**config.mk**
```make
export PLATFORM = sky130hd
export DESIGN_NAME = fix_message_validator_core_flat
export DESIGN_NICKNAME = d
export VERILOG_FILES = /design/src/rtl/fmv_pkg.sv /design/src/rtl/fmv_if.sv /design/src/rtl/fmv_field_parser.sv /design/src/rtl/fmv_judge.sv /design/src/rtl/fix_message_validator_core.sv /design/src/flat_wrapper.sv
export SDC_FILE = /design/constraint.sdc
export NUM_CORES = 1
export LEC_CHECK = 0
export BUFFER_PORTS_ARGS = -buffer_cell sky130_fd_sc_hd__buf_4
export CAP_MARGIN = 20
export CELL_PAD_IN_SITES_DETAIL_PLACEMENT = 2
export CELL_PAD_IN_SITES_GLOBAL_PLACEMENT = 2
export CORE_ASPECT_RATIO = 1.1
export CORE_MARGIN = 1
export CORE_UTILIZATION = 30
export CTS_CLUSTER_DIAMETER = 100
export DETAILED_ROUTE_END_ITERATION = 6
export GPL_TIMING_DRIVEN = 0
export PLACE_DENSITY = 0.63
export SKIP_LAST_GASP = 1
export SYNTH_ARGS = -nofsm -noshare
export SYNTH_HDL_FRONTEND = slang
export SYNTH_SLANG_ARGS = --single-unit
export TNS_END_PERCENT = 50
```
**constraint.sdc**
```tcl
create_clock -name clk -period 9.95 [get_ports clk]
set_input_delay 0.995 -clock clk [delete_from_list [all_inputs] [get_ports clk]]
set_output_delay 0.995 -clock clk [all_outputs]
set_load 0.005 [all_outputs]
```
**src/rtl/fmv_pkg.sv**
```systemverilog
// Shared types, constants and tag lookup functions for the FIX message validator.
package fmv_pkg;

  localparam int VALUE_BITS  = 32;
  localparam int ACC_W       = VALUE_BITS - 1;  // largest good value is all ones
  localparam int TAG_W       = 31;              // largest tag is 2^31-1, all ones
  localparam int OUT_W       = 31;
  localparam int NUM_TRACKED = 14;
  localparam int NUM_NUMERIC = 5;

  typedef logic [TAG_W-1:0] tag_t;
  typedef logic [ACC_W-1:0] value_t;
  typedef logic [OUT_W-1:0] out_value_t;
  typedef logic [NUM_TRACKED-1:0] seen_t;

  // Positions in the tracked tag list
  localparam int BIT_TYPE  = 2;
  localparam int BIT_HB    = 12;
  localparam int BIT_PRICE = 13;

  // Positions in the numeric store
  localparam int SLOT_HB    = 0;
  localparam int SLOT_SIDE  = 1;
  localparam int SLOT_KIND  = 2;
  localparam int SLOT_PRICE = 3;
  localparam int SLOT_QTY   = 4;

  localparam seen_t HEADER_MASK = 14'h007F;
  localparam seen_t ORDER_MASK  = 14'h0F80;

  localparam tag_t TRACKED_TAGS [NUM_TRACKED] = '{
    31'd8, 31'd9, 31'd35, 31'd34, 31'd49, 31'd56, 31'd10,
    31'd11, 31'd55, 31'd54, 31'd38, 31'd40, 31'd108, 31'd44
  };
  localparam tag_t NUMERIC_TAGS [NUM_NUMERIC] = '{
    31'd108, 31'd54, 31'd40, 31'd44, 31'd38
  };
  localparam tag_t TAG_MSG_TYPE = 31'd35;

  localparam logic [7:0] CH_EQUALS = 8'h3D;
  localparam logic [7:0] CH_ZERO   = 8'h30;
  localparam logic [7:0] CH_NINE   = 8'h39;
  localparam logic [7:0] CH_PLUS   = 8'h2B;
  localparam logic [7:0] CH_MINUS  = 8'h2D;
  localparam logic [7:0] CH_SPACE  = 8'h20;
  localparam logic [7:0] CH_TAB    = 8'h09;
  localparam logic [7:0] CH_CR     = 8'h0D;
  localparam logic [7:0] TYPE_LOGON     = 8'h41;
  localparam logic [7:0] TYPE_NEW_ORDER = 8'h44;

  localparam value_t VAL_ONE = value_t'(1);
  localparam value_t VAL_TWO = value_t'(2);

  localparam logic [7:0] DELIM_RESET = 8'h01;

  typedef enum logic [3:0] {
    V_OK          = 4'd0,
    V_MALFORMED   = 4'd1,
    V_NO_HEADER   = 4'd2,
    V_NO_HB       = 4'd3,
    V_BAD_HB      = 4'd4,
    V_NO_ORDER    = 4'd5,
    V_BAD_SIDE    = 4'd6,
    V_BAD_KIND    = 4'd7,
    V_NO_PRICE    = 4'd8,
    V_BAD_PRICE   = 4'd9,
    V_BAD_QTY     = 4'd10,
    V_UNSUPPORTED = 4'd11
  } verdict_t;

  typedef enum logic [1:0] {
    PH_BLANK   = 2'd0,
    PH_SIGN    = 2'd1,
    PH_DIGITS  = 2'd2,
    PH_STOPPED = 2'd3
  } phase_t;

  typedef struct packed {
    logic   bad;
    logic   neg;
    phase_t phase;
  } value_status_t;

  typedef struct packed {
    logic       hit;
    logic [3:0] idx;
  } tag_hit_t;

  typedef struct packed {
    logic       hit;
    logic [2:0] idx;
  } slot_hit_t;

  // Final message state handed from the parser to the verdict stage
  typedef struct packed {
    logic                         error;
    seen_t                        seen;
    logic [7:0]                   type_char;
    logic                         type_too_long;
    value_t [NUM_NUMERIC-1:0]     store;
  } snapshot_t;

  function automatic tag_hit_t tag_bit(input tag_t tag);
    tag_hit_t r;
    r = '0;
    for (int i = 0; i < NUM_TRACKED; i++) begin
      if (!r.hit && tag == TRACKED_TAGS[i]) begin
        r.hit = 1'b1;
        r.idx = 4'(i);
      end
    end
    return r;
  endfunction

  function automatic slot_hit_t numeric_slot(input tag_t tag);
    slot_hit_t r;
    r = '0;
    for (int i = 0; i < NUM_NUMERIC; i++) begin
      if (!r.hit && tag == NUMERIC_TAGS[i]) begin
        r.hit = 1'b1;
        r.idx = 3'(i);
      end
    end
    return r;
  endfunction

  // Keep the low 31 bits of a stored value, zero-extending narrow ones
  function automatic out_value_t to_out(input value_t v);
    logic [ACC_W+OUT_W-1:0] w;
    w = {{OUT_W{1'b0}}, v};
    return w[OUT_W-1:0];
  endfunction

endpackage

```
**src/rtl/fmv_if.sv**
```systemverilog
// Request channel interfaces for message bytes in and verdicts out.
interface fmv_in_if;
  logic       valid;
  logic       ready;
  logic [7:0] msg_byte;
  logic       end_of_message;

  modport source(output valid, output msg_byte, output end_of_message, input ready);
  modport sink(input valid, input msg_byte, input end_of_message, output ready);
endinterface

interface fmv_out_if;
  logic        valid;
  logic        ready;
  logic [3:0]  verdict;
  logic [7:0]  message_type;
  logic [30:0] heartbeat_secs;
  logic [1:0]  order_side;
  logic [1:0]  order_kind;
  logic [30:0] limit_price;
  logic [30:0] order_quantity;

  modport source(output valid, output verdict, output message_type, output heartbeat_secs,
                 output order_side, output order_kind, output limit_price,
                 output order_quantity, input ready);
  modport sink(input valid, input verdict, input message_type, input heartbeat_secs,
               input order_side, input order_kind, input limit_price,
               input order_quantity, output ready);
endinterface

```
**src/rtl/fmv_field_parser.sv**
```systemverilog
// Byte input register and tag=value field parser, emitting a snapshot per message.
module fmv_field_parser (
  input  logic                clk,
  input  logic                rst,
  input  logic [7:0]          field_delimiter,
  fmv_in_if.sink              in_chan,
  output logic                snap_valid,
  input  logic                snap_ready,
  output fmv_pkg::snapshot_t  snap
);

  logic       in_valid;
  logic [7:0] in_byte;
  logic       in_eom;
  logic       consume;

  // Parse state
  logic                                         in_value;
  logic                                         in_value_next;
  fmv_pkg::tag_t                                tag_acc;
  fmv_pkg::tag_t                                tag_acc_next;
  logic                                         tag_digit;
  logic                                         tag_digit_next;
  logic                                         tag_err;
  logic                                         tag_err_next;
  logic                                         error;
  logic                                         error_next;
  fmv_pkg::seen_t                               seen;
  fmv_pkg::seen_t                               seen_next;
  fmv_pkg::value_t                              val_acc;
  fmv_pkg::value_t                              val_acc_next;
  fmv_pkg::value_status_t                       val_st;
  fmv_pkg::value_status_t                       val_st_next;
  logic [7:0]                                   type_char;
  logic [7:0]                                   type_char_next;
  logic                                         type_too_long;
  logic                                         type_too_long_next;
  fmv_pkg::value_t [fmv_pkg::NUM_NUMERIC-1:0]   store;
  fmv_pkg::value_t [fmv_pkg::NUM_NUMERIC-1:0]   store_next;

  logic                           is_digit;
  logic                           is_blank;
  logic                           tag_ok;
  logic                           good;
  logic [fmv_pkg::TAG_W+3:0]      tag_sum;
  logic [fmv_pkg::ACC_W+3:0]      val_sum;
  fmv_pkg::tag_hit_t              bit_hit;
  fmv_pkg::slot_hit_t             slot_hit;

  assign consume       = in_valid && (!in_eom || !snap_valid || snap_ready);
  assign in_chan.ready = !in_valid || consume;

  always_ff @(posedge clk) begin
    if (rst) begin
      in_valid <= 1'b0;
    end else if (in_chan.ready) begin
      in_valid <= in_chan.valid;
    end
    if (in_chan.ready && in_chan.valid) begin
      in_byte <= in_chan.msg_byte;
      in_eom  <= in_chan.end_of_message;
    end
  end

  assign is_digit = (in_byte >= fmv_pkg::CH_ZERO) && (in_byte <= fmv_pkg::CH_NINE);
  assign is_blank = (in_byte == fmv_pkg::CH_SPACE) ||
                    ((in_byte >= fmv_pkg::CH_TAB) && (in_byte <= fmv_pkg::CH_CR));
  assign tag_ok   = tag_digit && !tag_err;
  assign good     = ((val_st.phase == fmv_pkg::PH_DIGITS) ||
                     (val_st.phase == fmv_pkg::PH_STOPPED)) &&
                    !val_st.neg && !val_st.bad && (val_acc != '0);
  assign tag_sum  = ({4'b0, tag_acc} << 3) + ({4'b0, tag_acc} << 1) +
                    (fmv_pkg::TAG_W+4)'(in_byte[3:0]);
  assign val_sum  = ({4'b0, val_acc} << 3) + ({4'b0, val_acc} << 1) +
                    (fmv_pkg::ACC_W+4)'(in_byte[3:0]);
  assign bit_hit  = fmv_pkg::tag_bit(tag_acc);
  assign slot_hit = fmv_pkg::numeric_slot(tag_acc);

  always_comb begin
    in_value_next      = in_value;
    tag_acc_next       = tag_acc;
    tag_digit_next     = tag_digit;
    tag_err_next       = tag_err;
    error_next         = error;
    seen_next          = seen;
    val_acc_next       = val_acc;
    val_st_next        = val_st;
    type_char_next     = type_char;
    type_too_long_next = type_too_long;
    store_next         = store;

    if (!error) begin
      priority if (in_byte == field_delimiter) begin
        if (!in_value || !tag_ok) begin
          error_next = 1'b1;
        end else begin
          if (bit_hit.hit && !seen[bit_hit.idx]) begin
            seen_next[bit_hit.idx] = 1'b1;
            if (slot_hit.hit) begin
              store_next[slot_hit.idx] = good ? val_acc : '0;
            end
          end
          in_value_next  = 1'b0;
          tag_acc_next   = '0;
          tag_digit_next = 1'b0;
          tag_err_next   = 1'b0;
          val_acc_next   = '0;
          val_st_next    = '0;
        end
      end else if (in_value) begin
        // First message type field: keep a single nonzero character
        if (tag_ok && tag_acc == fmv_pkg::TAG_MSG_TYPE && !seen[fmv_pkg::BIT_TYPE]) begin
          if (type_char == 8'h00 && !type_too_long) begin
            if (in_byte == 8'h00) type_too_long_next = 1'b1;
            else                  type_char_next     = in_byte;
          end else begin
            type_too_long_next = 1'b1;
          end
        end
        if (val_st.phase != fmv_pkg::PH_STOPPED) begin
          priority if (is_digit) begin
            val_st_next.phase = fmv_pkg::PH_DIGITS;
            if (!val_st.bad) begin
              if (val_sum[fmv_pkg::ACC_W+3:fmv_pkg::ACC_W] != '0) val_st_next.bad = 1'b1;
              else val_acc_next = val_sum[fmv_pkg::ACC_W-1:0];
            end
          end else if (val_st.phase == fmv_pkg::PH_BLANK && is_blank) begin
            val_st_next = val_st;
          end else if (val_st.phase == fmv_pkg::PH_BLANK && in_byte == fmv_pkg::CH_PLUS) begin
            val_st_next.phase = fmv_pkg::PH_SIGN;
          end else if (val_st.phase == fmv_pkg::PH_BLANK && in_byte == fmv_pkg::CH_MINUS) begin
            val_st_next.phase = fmv_pkg::PH_SIGN;
            val_st_next.neg   = 1'b1;
          end else if (val_st.phase == fmv_pkg::PH_DIGITS) begin
            val_st_next.phase = fmv_pkg::PH_STOPPED;
          end else begin
            val_st_next.phase = fmv_pkg::PH_STOPPED;
            val_st_next.bad   = 1'b1;
          end
        end
      end else if (in_byte == fmv_pkg::CH_EQUALS) begin
        in_value_next = 1'b1;
      end else if (is_digit && !tag_err) begin
        tag_digit_next = 1'b1;
        if (tag_sum[fmv_pkg::TAG_W+3:fmv_pkg::TAG_W] != '0) tag_err_next = 1'b1;
        else tag_acc_next = tag_sum[fmv_pkg::TAG_W-1:0];
      end else begin
        tag_err_next = 1'b1;
      end
    end
  end

  always_ff @(posedge clk) begin
    if (rst) begin
      in_value      <= 1'b0;
      tag_acc       <= '0;
      tag_digit     <= 1'b0;
      tag_err       <= 1'b0;
      error         <= 1'b0;
      seen          <= '0;
      val_acc       <= '0;
      val_st        <= '0;
      type_char     <= '0;
      type_too_long <= 1'b0;
      store         <= '0;
    end else if (consume) begin
      if (in_eom) begin
        in_value      <= 1'b0;
        tag_acc       <= '0;
        tag_digit     <= 1'b0;
        tag_err       <= 1'b0;
        error         <= 1'b0;
        seen          <= '0;
        val_acc       <= '0;
        val_st        <= '0;
        type_char     <= '0;
        type_too_long <= 1'b0;
        store         <= '0;
      end else begin
        in_value      <= in_value_next;
        tag_acc       <= tag_acc_next;
        tag_digit     <= tag_digit_next;
        tag_err       <= tag_err_next;
        error         <= error_next;
        seen          <= seen_next;
        val_acc       <= val_acc_next;
        val_st        <= val_st_next;
        type_char     <= type_char_next;
        type_too_long <= type_too_long_next;
        store         <= store_next;
      end
    end
  end

  always_ff @(posedge clk) begin
    if (rst) begin
      snap_valid <= 1'b0;
    end else if (consume && in_eom) begin
      snap_valid <= 1'b1;
    end else if (snap_ready) begin
      snap_valid <= 1'b0;
    end
    if (consume && in_eom) begin
      snap.error         <= error_next;
      snap.seen          <= seen_next;
      snap.type_char     <= type_char_next;
      snap.type_too_long <= type_too_long_next;
      snap.store         <= store_next;
    end
  end

endmodule

```
**src/rtl/fmv_judge.sv**
```systemverilog
// Verdict checks over a finished message and the result output register.
module fmv_judge (
  input  logic                clk,
  input  logic                rst,
  input  logic                snap_valid,
  output logic                snap_ready,
  input  fmv_pkg::snapshot_t  snap,
  fmv_out_if.source           out_chan
);

  logic                 out_valid;
  logic                 one;
  logic                 is_d;
  fmv_pkg::verdict_t    verdict;
  fmv_pkg::value_t      hb;
  fmv_pkg::value_t      side;
  fmv_pkg::value_t      kind;
  fmv_pkg::value_t      price;
  fmv_pkg::value_t      qty;
  logic                 ok;

  logic [3:0]           r_verdict;
  logic [7:0]           r_type;
  fmv_pkg::out_value_t  r_hb;
  logic [1:0]           r_side;
  logic [1:0]           r_kind;
  fmv_pkg::out_value_t  r_price;
  fmv_pkg::out_value_t  r_qty;

  assign hb    = snap.store[fmv_pkg::SLOT_HB];
  assign side  = snap.store[fmv_pkg::SLOT_SIDE];
  assign kind  = snap.store[fmv_pkg::SLOT_KIND];
  assign price = snap.store[fmv_pkg::SLOT_PRICE];
  assign qty   = snap.store[fmv_pkg::SLOT_QTY];
  assign one   = (snap.type_char != 8'h00) && !snap.type_too_long;

  always_comb begin
    is_d = 1'b0;
    priority if (snap.error) begin
      verdict = fmv_pkg::V_MALFORMED;
    end else if ((snap.seen & fmv_pkg::HEADER_MASK) != fmv_pkg::HEADER_MASK) begin
      verdict = fmv_pkg::V_NO_HEADER;
    end else if (one && snap.type_char == fmv_pkg::TYPE_LOGON) begin
      priority if (!snap.seen[fmv_pkg::BIT_HB]) verdict = fmv_pkg::V_NO_HB;
      else if (hb == '0)                         verdict = fmv_pkg::V_BAD_HB;
      else                                       verdict = fmv_pkg::V_OK;
    end else if (one && snap.type_char == fmv_pkg::TYPE_NEW_ORDER) begin
      priority if ((snap.seen & fmv_pkg::ORDER_MASK) != fmv_pkg::ORDER_MASK) begin
        verdict = fmv_pkg::V_NO_ORDER;
      end else if (side != fmv_pkg::VAL_ONE && side != fmv_pkg::VAL_TWO) begin
        verdict = fmv_pkg::V_BAD_SIDE;
      end else if (kind != fmv_pkg::VAL_ONE && kind != fmv_pkg::VAL_TWO) begin
        verdict = fmv_pkg::V_BAD_KIND;
      end else if (kind == fmv_pkg::VAL_TWO && !snap.seen[fmv_pkg::BIT_PRICE]) begin
        verdict = fmv_pkg::V_NO_PRICE;
      end else if (kind == fmv_pkg::VAL_TWO && price == '0) begin
        verdict = fmv_pkg::V_BAD_PRICE;
      end else if (qty == '0) begin
        verdict = fmv_pkg::V_BAD_QTY;
      end else begin
        verdict = fmv_pkg::V_OK;
        is_d    = 1'b1;
      end
    end else begin
      verdict = fmv_pkg::V_UNSUPPORTED;
    end
  end

  assign ok         = (verdict == fmv_pkg::V_OK);
  assign snap_ready = !out_valid || out_chan.ready;

  always_ff @(posedge clk) begin
    if (rst) begin
      out_valid <= 1'b0;
    end else if (snap_ready) begin
      out_valid <= snap_valid;
    end
    if (snap_valid && snap_ready) begin
      r_verdict <= verdict;
      r_type    <= (one && snap.seen[fmv_pkg::BIT_TYPE]) ? snap.type_char : 8'h00;
      r_hb      <= (ok && snap.seen[fmv_pkg::BIT_HB]) ? fmv_pkg::to_out(hb) : '0;
      r_side    <= (ok && is_d) ? side[1:0] : 2'b00;
      r_kind    <= (ok && is_d) ? kind[1:0] : 2'b00;
      r_price   <= (ok && is_d && kind == fmv_pkg::VAL_TWO) ? fmv_pkg::to_out(price) : '0;
      r_qty     <= (ok && is_d) ? fmv_pkg::to_out(qty) : '0;
    end
  end

  assign out_chan.valid          = out_valid;
  assign out_chan.verdict        = r_verdict;
  assign out_chan.message_type   = r_type;
  assign out_chan.heartbeat_secs = r_hb;
  assign out_chan.order_side     = r_side;
  assign out_chan.order_kind     = r_kind;
  assign out_chan.limit_price    = r_price;
  assign out_chan.order_quantity = r_qty;

endmodule

```
**src/rtl/fix_message_validator_core.sv**
```systemverilog
// Top level of the FIX tag=value message validator.
// Path: a final byte passes the input register and the snapshot register; its result is held in the output register.
// Throughput: one byte request per cycle; the per-byte field update is one add and
// compare on the tag or value accumulator, closed between input register and parse state.
// Bytes that do not end a message pass without waiting on the output side.
// Reset: synchronous; clears all parse state, the pipeline valids and sets the delimiter to SOH.
module fix_message_validator_core (
  input  logic       clk,
  input  logic       rst,
  input  logic       cfg_write,
  input  logic [7:0] cfg_data,
  fmv_in_if.sink     in_chan,
  fmv_out_if.source  out_chan
);

  // Field delimiter register; the user must write it only while idle, the block does not enforce this
  logic [7:0] field_delimiter;

  // Handover of a finished message from the parser to the verdict stage
  logic               snap_valid;
  logic               snap_ready;
  fmv_pkg::snapshot_t snap;

  always_ff @(posedge clk) begin
    if (rst) begin
      field_delimiter <= fmv_pkg::DELIM_RESET;
    end else if (cfg_write) begin
      field_delimiter <= cfg_data;
    end
  end

  // Register each byte request, advance the field parser, and on the final
  // byte hand the message state over and clear it for the next message.
  fmv_field_parser u_parser (
    .clk             (clk),
    .rst             (rst),
    .field_delimiter (field_delimiter),
    .in_chan         (in_chan),
    .snap_valid      (snap_valid),
    .snap_ready      (snap_ready),
    .snap            (snap)
  );

  // Run the verdict checks in order and hold the result until it is taken.
  fmv_judge u_judge (
    .clk        (clk),
    .rst        (rst),
    .snap_valid (snap_valid),
    .snap_ready (snap_ready),
    .snap       (snap),
    .out_chan   (out_chan)
  );

endmodule

```
**src/flat_wrapper.sv**
```systemverilog
// flat-port wrapper written by rule: the top's interface ports become plain ports
module fix_message_validator_core_flat 
  (clk, rst, cfg_write, cfg_data, in_chan_valid, in_chan_msg_byte, in_chan_end_of_message, in_chan_ready, out_chan_valid, out_chan_verdict, out_chan_message_type, out_chan_heartbeat_secs, out_chan_order_side, out_chan_order_kind, out_chan_limit_price, out_chan_order_quantity, out_chan_ready);
  fmv_in_if in_chan_i ();
  fmv_out_if out_chan_i ();
  input  logic clk;
  input  logic rst;
  input  logic cfg_write;
  input  logic [7:0] cfg_data;
  input wire logic [$bits(in_chan_i.valid)-1:0] in_chan_valid;
  input wire logic [$bits(in_chan_i.msg_byte)-1:0] in_chan_msg_byte;
  input wire logic [$bits(in_chan_i.end_of_message)-1:0] in_chan_end_of_message;
  output wire logic [$bits(in_chan_i.ready)-1:0] in_chan_ready;
  output wire logic [$bits(out_chan_i.valid)-1:0] out_chan_valid;
  output wire logic [$bits(out_chan_i.verdict)-1:0] out_chan_verdict;
  output wire logic [$bits(out_chan_i.message_type)-1:0] out_chan_message_type;
  output wire logic [$bits(out_chan_i.heartbeat_secs)-1:0] out_chan_heartbeat_secs;
  output wire logic [$bits(out_chan_i.order_side)-1:0] out_chan_order_side;
  output wire logic [$bits(out_chan_i.order_kind)-1:0] out_chan_order_kind;
  output wire logic [$bits(out_chan_i.limit_price)-1:0] out_chan_limit_price;
  output wire logic [$bits(out_chan_i.order_quantity)-1:0] out_chan_order_quantity;
  input wire logic [$bits(out_chan_i.ready)-1:0] out_chan_ready;
  assign in_chan_i.valid = in_chan_valid;
  assign in_chan_i.msg_byte = in_chan_msg_byte;
  assign in_chan_i.end_of_message = in_chan_end_of_message;
  assign in_chan_ready = in_chan_i.ready;
  assign out_chan_valid = out_chan_i.valid;
  assign out_chan_verdict = out_chan_i.verdict;
  assign out_chan_message_type = out_chan_i.message_type;
  assign out_chan_heartbeat_secs = out_chan_i.heartbeat_secs;
  assign out_chan_order_side = out_chan_i.order_side;
  assign out_chan_order_kind = out_chan_i.order_kind;
  assign out_chan_limit_price = out_chan_i.limit_price;
  assign out_chan_order_quantity = out_chan_i.order_quantity;
  assign out_chan_i.ready = out_chan_ready;
  fix_message_validator_core u_core (.clk(clk), .rst(rst), .cfg_write(cfg_write), .cfg_data(cfg_data), .in_chan(in_chan_i), .out_chan(out_chan_i));
endmodule
```
==> key figures <==
Pwr
  • Pwr/cell area: 160.5 mW/mm^2
  • VDD IR max: 0.1293 mV
  • Leakage dissipation: 11.55 nW

Floorplan
  • Std cell rows: 112
  • Die Height: 308.5 um
  • Die ar.: 0.08655 mm^2
  • DIE WIDTH: 280.6 um
  • Initial Utilization: 30.26%
  • IO Count: 133
  • Core ar.: 0.08464 mm^2

Setup path
  • Crit-path slowest cell: nor3_1
  • CP Capture Type: flop
  • CP Cell Sequence: nor4_1 -> nand4_1 -> nor3_1 -> nand2_1 -> mux2i_1 -> o22ai_1 -> nor3_1 -> nand3_1 -> clkbuf_1 -> o21ai_0
  • Setup CP Type: reg -> reg
  • Crit Path Max Fanout: 10
  • Worst Path Required: 10290 ps
  • Setup crit start kind: flop
  • Slowest stage delay, CP: 860 ps
  • CP most frequent cell: nor3_1
  • Arrival time of the worst setup path: 5550 ps
  • R2R Setup Slk: 4740 ps

Job
  • Maxcap violations: 0

Drt
  • Metal3 WL: 2.291 mm
  • Wire per inst: 21.73 um
  • Drt total wl: 81.86 mm
  • Drc violations: 0
  • Vias per cell: 5.078
  • Drt pass-1 iters: 5
  • DRT antenna net count: 0
  • Met1 wire length: 34.95 mm
  • WL met2: 42.59 mm
  • Via count: 19130
  • Highest Signal Layer: met4
  • Iter 0 DRT Violations: 770

Clock network
  • Post-CTS setup buffer count: 0
  • CTS tree: done
  • Clock Path Buffers: 3
  • Clock-pin slew on the worst setup and hold paths: 60 ps
  • Worst-Skew Late Latency: 640 ps
  • CTS Sinks: 556
  • Root Driver: clkbuf_16
  • Cts-stage hold buffer count: 0
  • # resized after CTS: 0
  • Num CTS Buffers: 61
  • Htree depth: 2

STA
  • Max-slew violation count: 0
  • Rel. slew slack: 18.91%
  • Fin. Hold Viols: 0
  • RSZ-0062 raised after global routing: no
  • Setup ws final: 4740 ps
  • Fin crit period: 5210 ps
  • Hold WS: 454.5 ps
  • # setup viols final: 0
  • Final Cycle Share: 52.36%
  • Measured slew at the worst slew-check pin: 1207 ps
  • Clock skew: 21.99 ps
  • FMAX: 191.9 MHz
  • Setup_tns: 0 ps

Global route
  • Vias in the first global route: 21040
  • GRT overflow: 0
  • Global-route wire length before repair: 126.6 mm
  • Largest net degree at the start of global routing: 69
  • Initial antenna violation count: 4
  • GRT Total Usage: 18.96%

Hold path
  • Class of the worst hold path: reg -> reg

Synth
  • Post-synthesis sequential area ratio: 55.07%
  • Post-synthesis cell count: 2373
  • Flops & latches, synth: 556
  • Post-synth EDFFs: 297
  • Post-synth ARST share: 0%
  • Syn nets: 2521
  • Yosys warns: 0
  • Post-Syn Area: 0.02561 mm^2
  • Post-synth top flop: edfxtp_1
  • Mean Syn Cell Area: 10.79 um^2
  • Netlist cell types: 81

Finish
  • Non-Filler Instances: 3767
  • Area of the multi-input gates: 0.01087 mm^2
  • Commonest non-fill, non-tap cell in the layout: edfxtp_1
  • Post-layout nets: 2723
  • Seq. cell area: 0.01410 mm^2
  • Area growth from synthesis to layout: 17.94%
  • Design Area, Final: 0.03021 mm^2
  • Share of layout cells above drive strength 1: 12.45%
  • Layout fillers: 9133
  • Most frequent cells in the layout: edfxtp_1 (297), nand2_1 (287), dfxtp_1 (259), o21ai_0 (234), a22o_1 (145)

Place
  • Pre-CTS setup slack: 4709 ps
  • Dpl cell area: 0.02820 mm^2
  • DP Cell Count: 3652
  • IO buf count: 131
  • GPL Wtd Cong: 0.8438
  • DP HPWL: 63.80 mm

Status
  • Status: finished, final reports clean
-- final timing paths --
check / startpoint / endpoint / depth (start not counted)
max: u_core.u_parser.tag_acc[30] / u_core.u_parser.snap[154] / 10
min: u_core.u_parser.store[12] / u_core.u_parser.store[12] / 2
max reg2reg: u_core.u_parser.tag_acc[30] / u_core.u_parser.snap[154] / 10
min reg2reg: u_core.u_parser.store[12] / u_core.u_parser.store[12] / 2
-- worst max-delay path: cells and delay by family, from the launching register on --
| family | cells | cell delay (ps) |
|---|---|---|
| AO/OA/AOI/OAI | 2 | 780 |
| buffers and inverters | 1 | 380 |
| flip-flops | 1 | 370 |
| multiplexers | 1 | 230 |
| AND/OR/NAND/NOR | 6 | 3160 |
-- routing by layer --
layer | GRT usage [%] | vias up
met5 | 0 | -
met3 | 2.348 | 101
met1 | 22.52 | 9577
li1 | - | 9227
met4 | 5.731 | 0
met2 | 35.21 | 224
-- synth_stat cells (all sizes together), types with 41 or more instances --
library cell / n / area share (%)
a22o: 145 / 5.0
ha: 122 / 6.0
nor2: 139 / 2.1
dfxtp: 259 / 20
clkbuf: 88 / 1.3
o21ai: 245 / 4.8
edfxtp: 297 / 35
a21oi: 89 / 1.7
and2: 117 / 2.9
nand2: 287 / 4.2
buf: 41 / 0.89
nor4: 54 / 1.3
-- metrics by stage --
step | util [%] | total power (W)
final | 35.69 | 0.004849
after global routing | 35.69 | 0.005014
after CTS | 35.69 | 0.004924
after detailed placement | 33.32 | 0.002637
after global placement | 33.11 | 0.002638
after floorplan | - | 0.002568
-- cells by family (layout without fill, tap and decap cells) --
logic type | Yosys count | after routing | share of synthesized area [%]
other cells | 0 | 1 | 0
simple gates | 791 | 791 | 15.22
flops | 556 | 556 | 55.07
compound gates | 663 | 663 | 18.02
mux | 16 | 16 | 0.6253
xor+xnor | 65 | 65 | 2.223
fa+ha+maj | 126 | 126 | 6.273
buf+inv | 156 | 409 | 2.579
-- area by class of cell --
cell class,instances,share of cell area (%)
sequential,556,46.69
inverter,27,0.3355
antenna,1,0.008284
multi-input combinational,1661,35.98
timing repair buffer,139,3.773
buffer,129,1.864
clock buffer,81,5.505
tap,1140,4.722
clock inverter,33,1.127
-- registers in the layout, summed over array words and instances, names as in the netlist, 2 cells and up --
register	cells
u_core.u_judge.out_chan.order_kind	2
u_core.u_parser.snap	179
u_core.u_judge.out_chan.message_type	8
u_core.u_parser.tag_acc	31
u_core.u_judge.out_chan.limit_price	31
u_core.u_parser.seen	14
u_core.u_judge.out_chan.heartbeat_secs	31
u_core.u_parser.val_acc	31
u_core.u_parser.type_char	8
u_core.u_judge.out_chan.order_side	2
u_core.field_delimiter	8
u_core.u_parser.val_st	4
u_core.u_judge.out_chan.verdict	4
u_core.u_parser.in_byte	8
u_core.u_judge.out_chan.order_quantity	31
u_core.u_parser.store	155
-- power by group --
part / leakage, nW / switching (W) / internal [W]
logic: 5.52 / 0.0000948 / 0.0000475
clock network: 0.971 / 0.000960 / 0.00131
registers: 5.06 / 0.0000134 / 0.00243
total: 11.6 / 0.00107 / 0.00378
Power figures use the tool's default switching activity.
